$ cat config.mk
export PLATFORM = sky130hd
export DESIGN_NAME = cdsa_div
export DESIGN_NICKNAME = d
export VERILOG_FILES = /design/src/sv/calendar_datetime_seconds_adder_macros.svh /design/src/sv/cdsa_pkg.sv /design/src/sv/cdsa_div.sv
export SDC_FILE = /design/constraint.sdc
export NUM_CORES = 1
export LEC_CHECK = 0
export BUFFER_PORTS_ARGS = -buffer_cell sky130_fd_sc_hd__buf_4
export CAP_MARGIN = 10
export CORE_ASPECT_RATIO = 2
export CORE_MARGIN = 2
export CORE_UTILIZATION = 51
export CTS_BUF_LIST = sky130_fd_sc_hd__clkbuf_4
export DETAILED_ROUTE_END_ITERATION = 12
export PLACE_DENSITY = 0.69
export RECOVER_POWER = 25
export SYNTH_ARGS = -nofsm -noshare
export SYNTH_HDL_FRONTEND = slang
export SYNTH_SLANG_ARGS = --single-unit
$ cat constraint.sdc
create_clock -name clk -period 7.15 [get_ports clk]
set_input_delay 1.43 -clock clk [delete_from_list [all_inputs] [get_ports clk]]
set_output_delay 1.43 -clock clk [all_outputs]
set_load 0.05 [all_outputs]
$ cat src/sv/calendar_datetime_seconds_adder_macros.svh
// Assertion macros for the calendar date/time seconds adder.
// Included by the top level; no other dependencies.
`ifndef CALENDAR_DATETIME_SECONDS_ADDER_MACROS_SVH
`define CALENDAR_DATETIME_SECONDS_ADDER_MACROS_SVH

`ifndef SYNTHESIS

// same-cycle implication
`define CDSA_ASSERT_IMPL(lbl, clk, rst_n, ante, cons, msg) \
    lbl: assert property (@(posedge clk) disable iff (!rst_n) (ante) |-> (cons)) \
        else $error(msg);

// next-cycle implication
`define CDSA_ASSERT_NEXT(lbl, clk, rst_n, ante, cons, msg) \
    lbl: assert property (@(posedge clk) disable iff (!rst_n) (ante) |=> (cons)) \
        else $error(msg);

`else

`define CDSA_ASSERT_IMPL(lbl, clk, rst_n, ante, cons, msg)
`define CDSA_ASSERT_NEXT(lbl, clk, rst_n, ante, cons, msg)

`endif

`endif

$ cat src/sv/cdsa_pkg.sv
// Shared widths, constants, types and calendar functions for the
// calendar date/time seconds adder. No dependencies.
package cdsa_pkg;

    localparam int YEAR_W    = 14;
    localparam int MONTH_W   = 4;
    localparam int DAY_W     = 5;
    localparam int HOUR_W    = 5;
    localparam int MIN_W     = 6;
    localparam int SEC_W     = 6;
    localparam int ADD_W     = 31;
    localparam int DVD_W     = 32;
    localparam int DAYCNT_W  = 15;

    localparam logic [MIN_W-1:0] SEC_PER_MIN  = 6'd60;
    localparam logic [MIN_W-1:0] HOUR_PER_DAY = 6'd24;

    // x/60 is (x >> 2)/15 and x/24 is (x >> 3)/3; both reciprocals are exact for 32-bit x
    localparam logic [DVD_W-1:0] RECIP_15   = 32'h8888_8889;
    localparam logic [DVD_W-1:0] RECIP_3    = 32'hAAAA_AAAB;
    localparam int               PRE_SH_60  = 2;
    localparam int               PRE_SH_24  = 3;
    localparam int               POST_SH_15 = 35;
    localparam int               POST_SH_3  = 33;

    localparam logic [MONTH_W:0] MONTHS_PER_YEAR = 5'd12;

    localparam logic [MONTH_W-1:0] MON_JAN = 4'd1;
    localparam logic [MONTH_W-1:0] MON_FEB = 4'd2;
    localparam logic [MONTH_W-1:0] MON_MAR = 4'd3;
    localparam logic [MONTH_W-1:0] MON_APR = 4'd4;
    localparam logic [MONTH_W-1:0] MON_MAY = 4'd5;
    localparam logic [MONTH_W-1:0] MON_JUN = 4'd6;
    localparam logic [MONTH_W-1:0] MON_JUL = 4'd7;
    localparam logic [MONTH_W-1:0] MON_AUG = 4'd8;
    localparam logic [MONTH_W-1:0] MON_SEP = 4'd9;
    localparam logic [MONTH_W-1:0] MON_OCT = 4'd10;
    localparam logic [MONTH_W-1:0] MON_NOV = 4'd11;
    localparam logic [MONTH_W-1:0] MON_DEC = 4'd12;

    localparam logic [DAY_W-1:0] DAYS_31 = 5'd31;
    localparam logic [DAY_W-1:0] DAYS_30 = 5'd30;
    localparam logic [DAY_W-1:0] DAYS_29 = 5'd29;
    localparam logic [DAY_W-1:0] DAYS_28 = 5'd28;

    // multiplicative inverse of 25 modulo 2^14 and the divisibility bound
    localparam logic [YEAR_W-1:0] INV25       = 14'd7209;
    localparam logic [YEAR_W-1:0] DIV25_LIMIT = 14'd655;

    // divisor select codes
    localparam logic DIV_BY_60 = 1'b0;
    localparam logic DIV_BY_24 = 1'b1;

    typedef struct packed {
        logic             start;
        logic             sel;
        logic [DVD_W-1:0] dividend;
    } div_req_t;

    typedef struct packed {
        logic             busy;
        logic             done;
        logic [DVD_W-1:0] quot;
        logic [MIN_W-1:0] rem;
    } div_rsp_t;

    // y % 400 == 0 is y % 16 == 0 and y % 25 == 0; y % 100 == 0 is y % 4 and y % 25
    function automatic logic cdsa_is_leap(input logic [YEAR_W-1:0] y);
        logic [YEAR_W-1:0] prod;
        logic              by25;
        begin
            prod = y * INV25;
            by25 = (prod <= DIV25_LIMIT);
            return ((y[1:0] == 2'd0) && !by25) || ((y[3:0] == 4'd0) && by25);
        end
    endfunction

    function automatic logic [DAY_W-1:0] cdsa_month_len(input logic [YEAR_W-1:0]  y,
                                                        input logic [MONTH_W-1:0] m);
        logic [DAY_W-1:0] len;
        begin
            case (m)
                MON_JAN, MON_MAR, MON_MAY, MON_JUL, MON_AUG, MON_OCT, MON_DEC:
                    len = DAYS_31;
                MON_APR, MON_JUN, MON_SEP, MON_NOV:
                    len = DAYS_30;
                MON_FEB:
                    len = cdsa_is_leap(y) ? DAYS_29 : DAYS_28;
                default:
                    len = DAYS_30;
            endcase
            return len;
        end
    endfunction

endpackage

$ cat src/sv/cdsa_div.sv
// Shared divider by 60 or by 24: pre-shift, multiply by a fixed reciprocal,
// then rebuild the remainder; a new request is taken only while not busy. Depends on cdsa_pkg.
module cdsa_div import cdsa_pkg::*; (
    input  logic     clk,
    input  logic     rst_n,
    input  div_req_t req,
    output div_rsp_t rsp
);

    logic                 busy_reg, busy_next;
    logic                 mul_reg, mul_next;
    logic                 done_reg, done_next;
    logic                 sel_reg, sel_next;
    logic [DVD_W-1:0]     dvd_reg, dvd_next;
    logic [2*DVD_W-1:0]   prod_reg, prod_next;
    logic [DVD_W-1:0]     quo_reg, quo_next;
    logic [MIN_W-1:0]     rem_reg, rem_next;

    logic [DVD_W-1:0]     mul_op;
    logic [DVD_W-1:0]     recip;
    logic [DVD_W-1:0]     quo_calc;
    logic [MIN_W-1:0]     q_low;
    logic [MIN_W-1:0]     qd_low;

    assign mul_op   = (sel_reg == DIV_BY_24) ? (dvd_reg >> PRE_SH_24) : (dvd_reg >> PRE_SH_60);
    assign recip    = (sel_reg == DIV_BY_24) ? RECIP_3 : RECIP_15;
    assign quo_calc = (sel_reg == DIV_BY_24) ? DVD_W'(prod_reg >> POST_SH_3)
                                             : DVD_W'(prod_reg >> POST_SH_15);

    // the remainder is below 64, so the low six bits of x - q*d are enough
    assign q_low  = quo_calc[MIN_W-1:0];
    assign qd_low = (sel_reg == DIV_BY_24) ? ((q_low << 4) + (q_low << 3)) : -(q_low << 2);

    always_comb
    begin
        busy_next = busy_reg;
        mul_next  = mul_reg;
        done_next = 1'b0;
        sel_next  = sel_reg;
        dvd_next  = dvd_reg;
        prod_next = prod_reg;
        quo_next  = quo_reg;
        rem_next  = rem_reg;
        if (busy_reg && !mul_reg)
        begin
            prod_next = (2*DVD_W)'(mul_op) * (2*DVD_W)'(recip);
            mul_next  = 1'b1;
        end
        else if (busy_reg)
        begin
            quo_next  = quo_calc;
            rem_next  = dvd_reg[MIN_W-1:0] - qd_low;
            busy_next = 1'b0;
            mul_next  = 1'b0;
            done_next = 1'b1;
        end
        else if (req.start)
        begin
            busy_next = 1'b1;
            sel_next  = req.sel;
            dvd_next  = req.dividend;
        end
    end

    always_ff @(posedge clk or negedge rst_n)
    begin
        if (!rst_n)
        begin
            busy_reg <= 1'b0;
            mul_reg  <= 1'b0;
            done_reg <= 1'b0;
        end
        else
        begin
            busy_reg <= busy_next;
            mul_reg  <= mul_next;
            done_reg <= done_next;
        end
    end

    always_ff @(posedge clk)
    begin
        sel_reg  <= sel_next;
        dvd_reg  <= dvd_next;
        prod_reg <= prod_next;
        quo_reg  <= quo_next;
        rem_reg  <= rem_next;
    end

    assign rsp.busy = busy_reg;
    assign rsp.done = done_reg;
    assign rsp.quot = quo_reg;
    assign rsp.rem  = rem_reg;

endmodule

Word level (Yosys, flattened, before mapping)
Index checks and enable logic that the tools add are counted.
{ "op_classes": {"bitwise": 2, "n_addsub": 3, "muxes": 10, "n_reduce_logical": 5, "multipliers": 1} }
{ "ops": {"columns": ["cell", "count"], "rows": [
  ["30-bit by 32-bit multiplier with 62-bit output", 1],
  ["30-bit two-way mux", 2],
  ["29-bit two-way mux", 1],
  ["6-bit adder", 1],
  ["1-bit two-way mux", 6],
  ["6-bit two-way mux", 1],
  ["6-bit negator", 1],
  ["6-bit subtractor", 1],
  ["3-bit AND reduction", 1],
  ["1-bit inverter", 2],
  ["2-bit AND reduction", 1],
  ["2-bit nonzero test", 1],
  ["1-bit logical AND", 1],
  ["1-bit zero test", 1]
]} }
{ "word_totals": {"out_inout_bits": 40, "inputBits": 36, "reg_bits": 136} }

Depth between registers and ports, before layout
{ "depth": {"word_depth": 4, "depth_mapped": 29, "depth_no_buf": 27} }

Worst setup path after synthesis
Ideal clock, no wire load.
{ "synth_path": {"path_type": "reg-to-reg", "from": "register sel_reg", "to": "register prod_reg[54], data pin", "arrival_time_ps": 7326, "synth_period_minus_slack_ps": 7582, "stages_incl_launch_ff": 28, "setup_time_ps": 256, "t_required_ps": 6894, "path_slack_ps": -432, "cell_sequence": "edfxtp_1 > buf_2 > clkinv_1 > clkbuf_1 > a21oi_1 > inv_1 > ha_1 > fa_1 > inv_1 > fa_1 > inv_1 > fa_1 > fa_1 > fa_1 > inv_1 > fa_1 > inv_1 > fa_1 > ha_1 > nand4_1 > or2_1 > or4_1 > o22ai_2 > o31ai_2 > or3_4 > a21oi_4 > mux2i_1 > nor2_1"} }
{ "synth_via": {"elab_chain_len": 2} }
{ "synth_rtl": {"columns": ["element", "line", "rtl"], "rows": [
  ["from (decl)", "cdsa_div.sv:13", "logic sel_reg, sel_next;"],
  ["from (signal assigned)", "cdsa_div.sv:83", "sel_reg <= sel_next;"],
  ["30-bit two-way mux, on equally long branches", "cdsa_div.sv:25, cdsa_div.sv:26", null],
  ["30-bit by 32-bit multiplier with 62-bit output *", "cdsa_div.sv:46", "prod_next = (2*DVD_W)'(mul_op) * (2*DVD_W)'(recip);"],
  ["to (signal assigned)", "cdsa_div.sv:85", "prod_reg <= prod_next;"],
  ["to (decl)", "cdsa_div.sv:15", "logic [2*DVD_W-1:0] prod_reg, prod_next;"]
]} }
Mark *: on every way between the ends. The rest lies on a longest branch, timed or not.
A chain may end at the register's enable or synchronous reset.

Worst setup path in the final report
{ "layout_path": {"from": "register sel_reg", "to": "register prod_reg[53], data pin"} }
Same word-level chain as after synthesis.

==> impl_metrics.yaml <==
critical_path:
  timing.critical_path.max_delay_family: "adder cells"
  critical_path_peak_fanout: 5
  worst-endpoint-arrival_ns: 7.91
  cp_data_required_time_ns: 7.51
  critPathCaptureType: "register"
  critical_path.reg2reg.startpoint: "sel_reg"
  crit_slowest_cell: "fa_2"
  path_class: "reg -> reg"
  cp.buffers_inverters: 9
  setup.worst_path.start_class: "register"
  startpoint_of_the_worst_setup_timing_path: "sel_reg"
  critPathMaxStageDelay_ns: 0.61
timing:
  setup-violations-final: 20
  worst_slew_pin_slew_ns: 2.109
  fin_crit_ns: 7.557
  rsz0062_at_grt: "yes"
  worst_slew_margin_rel_pct: -40.62
  skew_ns: 0.02759
  max_slew_violations: 68
  fmax_mhz: 132.3
  final_min_period_over_clock_period_pct: 105.7
  final-hold-violation-count: 0
  final.setup.worst_slack_ns: -0.4075
clocking:
  tritoncts: "yes"
  clkSinkCount: 100
  clkSlewWorstSetupHoldPaths_ns: 0.20
  clock_tree.buffer_depth: 2
  htree_num_levels: 3
  cts-buffers-inserted: 9
  worst_skew_pair_later_pin_latency_ns: 0.60
  clock-root-buffer: "clkbuf_4"
yosys:
  largest_family_of_logic_cells_by_synthesized_area: "adder cells"
  synth.cells.most_frequent: "inv_1 (359), ha_1 (302), fa_1 (250)"
  postSynth.topFlopCell: "edfxtp_1"
  yosys.cell_types.count: 57
  synth_fa_ha_area_share_pct: 53.81
  synthMostInstantiatedCell: "inv_1"
  yosys_warnings: 0
  synth_seq_area_share_pct: 18.30
  yosys-mux-area-fraction_pct: 1.840
  synth.ff_latch_count: 100
  postSynthCellCount: 1534
  postSynth.asyncResetShare_pct: 3.000
  synth_compound_gate_area_share_pct: 8.516
  synth_area_leader_cell: "fa_1"
  netlist.area_leader.share_pct: 30.66
  synth_xor_xnor_area_share_pct: 2.093
  netlist_area_um2: 16320
  synth_simple_gate_area_share_pct: 6.232
  post_synth_main_area_contributors: "fa_1 (31%), ha_1 (23%), edfxtp_1 (18%)"
  syn_avg_cell_area_um2: 10.64
  edff_count_synth: 97
drt:
  drcViolationCount: 0
  antenna_violating_nets_post_route: 0
  drt_iter0_drc: 498
  drt_pass1_iterations: 5
  detailroute.via_count: 12940
  detail_route.vias_per_cell: 5.413
  finalWirelength_um: 53270
  post_drt_wl_per_cell_um: 22.29
layout:
  drive_gt1_share_pct: 34.74
  num-fill-cells: 2529
  final_non_filler_cell_area_um2: 21540
  fin_util_pct: 68.29
  syn_to_final_growth_pct: 31.96
  largest_register_ffs: 32
  layout.cells.non_filler: 2390
  final_nets: 2549
flow_run:
  maxCapViolations: 2
placed_design:
  pre_cts_ws_ns: -0.6123
  dp_hpwl_um: 45930
  port_buffers: 72
  post-place-cells: 2313
  postPlaceCellArea_um2: 19680
  place.gp.congestion: 0.9990
run_status:
  violations: "max-capacitance violations, max-slew violations, negative setup slack"
  status: "complete, but fails checks"
global_route:
  wire_length_of_the_first_global_routing_pass_um: 80980
  grt_util_all_layers_pct: 33.45
  antenna_found_initial: 1
  grt-ovfl-total: 0
  number_of_global_route_vias_before_repair: 15220
  pin_count_of_the_biggest_net_entering_global_routing: 37
die:
  die_h_um: 257.0
  design.core.area_um2: 31540
  num_io_pins: 76
  start_util_pct: 51.75
  dieWidth_um: 130.5
  floorplan.die_area_um2: 33540
  row_count: 92
hold_path:
  min-delay-path-class: "reg -> reg"
  worst_hold_startpoint: "dvd_reg[1]"
logic make-up after synthesis:
family	Yosys count
adders and majority gates	552
DFF	100
and+or+nand+nor	206
muxes	27
xor gates and xnor gates	39
buffers and inverters	393
AOI/OAI and AO/OA	215
other	2
layer usage:
layer | vias up | global-route usage [%] | share of wire, % | routed length (um)
met4 | 0 | 28.28 | 11 | 5985
met2 | 369 | 66.45 | 58 | 30770
li1 | 5872 | - | - | -
met1 | 6442 | 26.87 | 28 | 15150
met5 | - | 0 | 0 | 0
met3 | 254 | 4.096 | 2.6 | 1363
path summary, 6_finish.rpt:
| path | to | slack, ns | cells after the start |
|---|---|---|---|
| setup / recovery | prod_reg[53] | -0.41 | 29 |
| hold / removal | rem_reg[1] | 0.45 | 0 |
| setup reg to reg | prod_reg[53] | -0.41 | 29 |
| hold reg to reg | rem_reg[1] | 0.45 | 0 |
| max in group asynchronous | mul_reg | 6.39 | 1 |
| min in group asynchronous | done_reg | 0.61 | 1 |
repair_timing:
action / CTS / global route
resized for setup: 129 / 148
buffers inserted: 48 / 29
hold buffers: 0 / 0
endpoints found under the setup margin: 28 / 29
pin swaps: 44 / 77
endpoints found under the hold margin: 0 / 0
gates cloned: 2 / 0
metrics by stage:
step / hold WS, ns / setup TNS (ns)
finish: 0.4521 / -4.624
global route: 0.4703 / -9.268
CTS: 0.4491 / -5.586
global placement: 0.4177 / -6.736
floorplan: 0.4003 / -0.04849
detailed placement: 0.4118 / -10.04
layout make-up:
| type | count | area, um^2 | area share [%] |
|---|---|---|---|
| antenna | 1 | 2.502 | 0.01162 |
| clock buffer | 9 | 67.56 | 0.3137 |
| clock inverter | 7 | 91.34 | 0.4240 |
| inverter | 360 | 1356 | 6.297 |
| multi-input combinational | 1047 | 13030 | 60.47 |
| sequential | 100 | 2988 | 13.87 |
| tap | 423 | 529.3 | 2.457 |
| timing repair buffer | 443 | 3480 | 16.15 |
cell usage in the layout, fill, tap and decap left out, drive strengths merged, types with 4 or more instances in the layout:
cell type / netlist / layout
nand4: 18 / 18
a31oi: 4 / 4
inv: 359 / 362
nor3: 18 / 18
o31ai: 8 / 8
a211oi: 9 / 9
or2: 5 / 5
and2: 25 / 25
xnor2: 24 / 24
o21ai: 39 / 39
a21oi: 71 / 71
o211ai: 5 / 5
nor2b: 7 / 7
xor2: 15 / 15
buf: 8 / 407
a21o: 46 / 46
clkinv: 1 / 5
o21bai: 8 / 8
edfxtp: 97 / 97
nor2: 40 / 40
ha: 302 / 302
mux2: 24 / 24
nand2b: 10 / 10
conb: 2 / 8
clkbuf: 25 / 45
nand3: 14 / 14
nand2: 59 / 59
o21a: 5 / 5
fa: 250 / 250
Power is left out: the tool's default activity adds up to more than one toggle a clock period on the data nets, which glitch-free logic cannot reach.
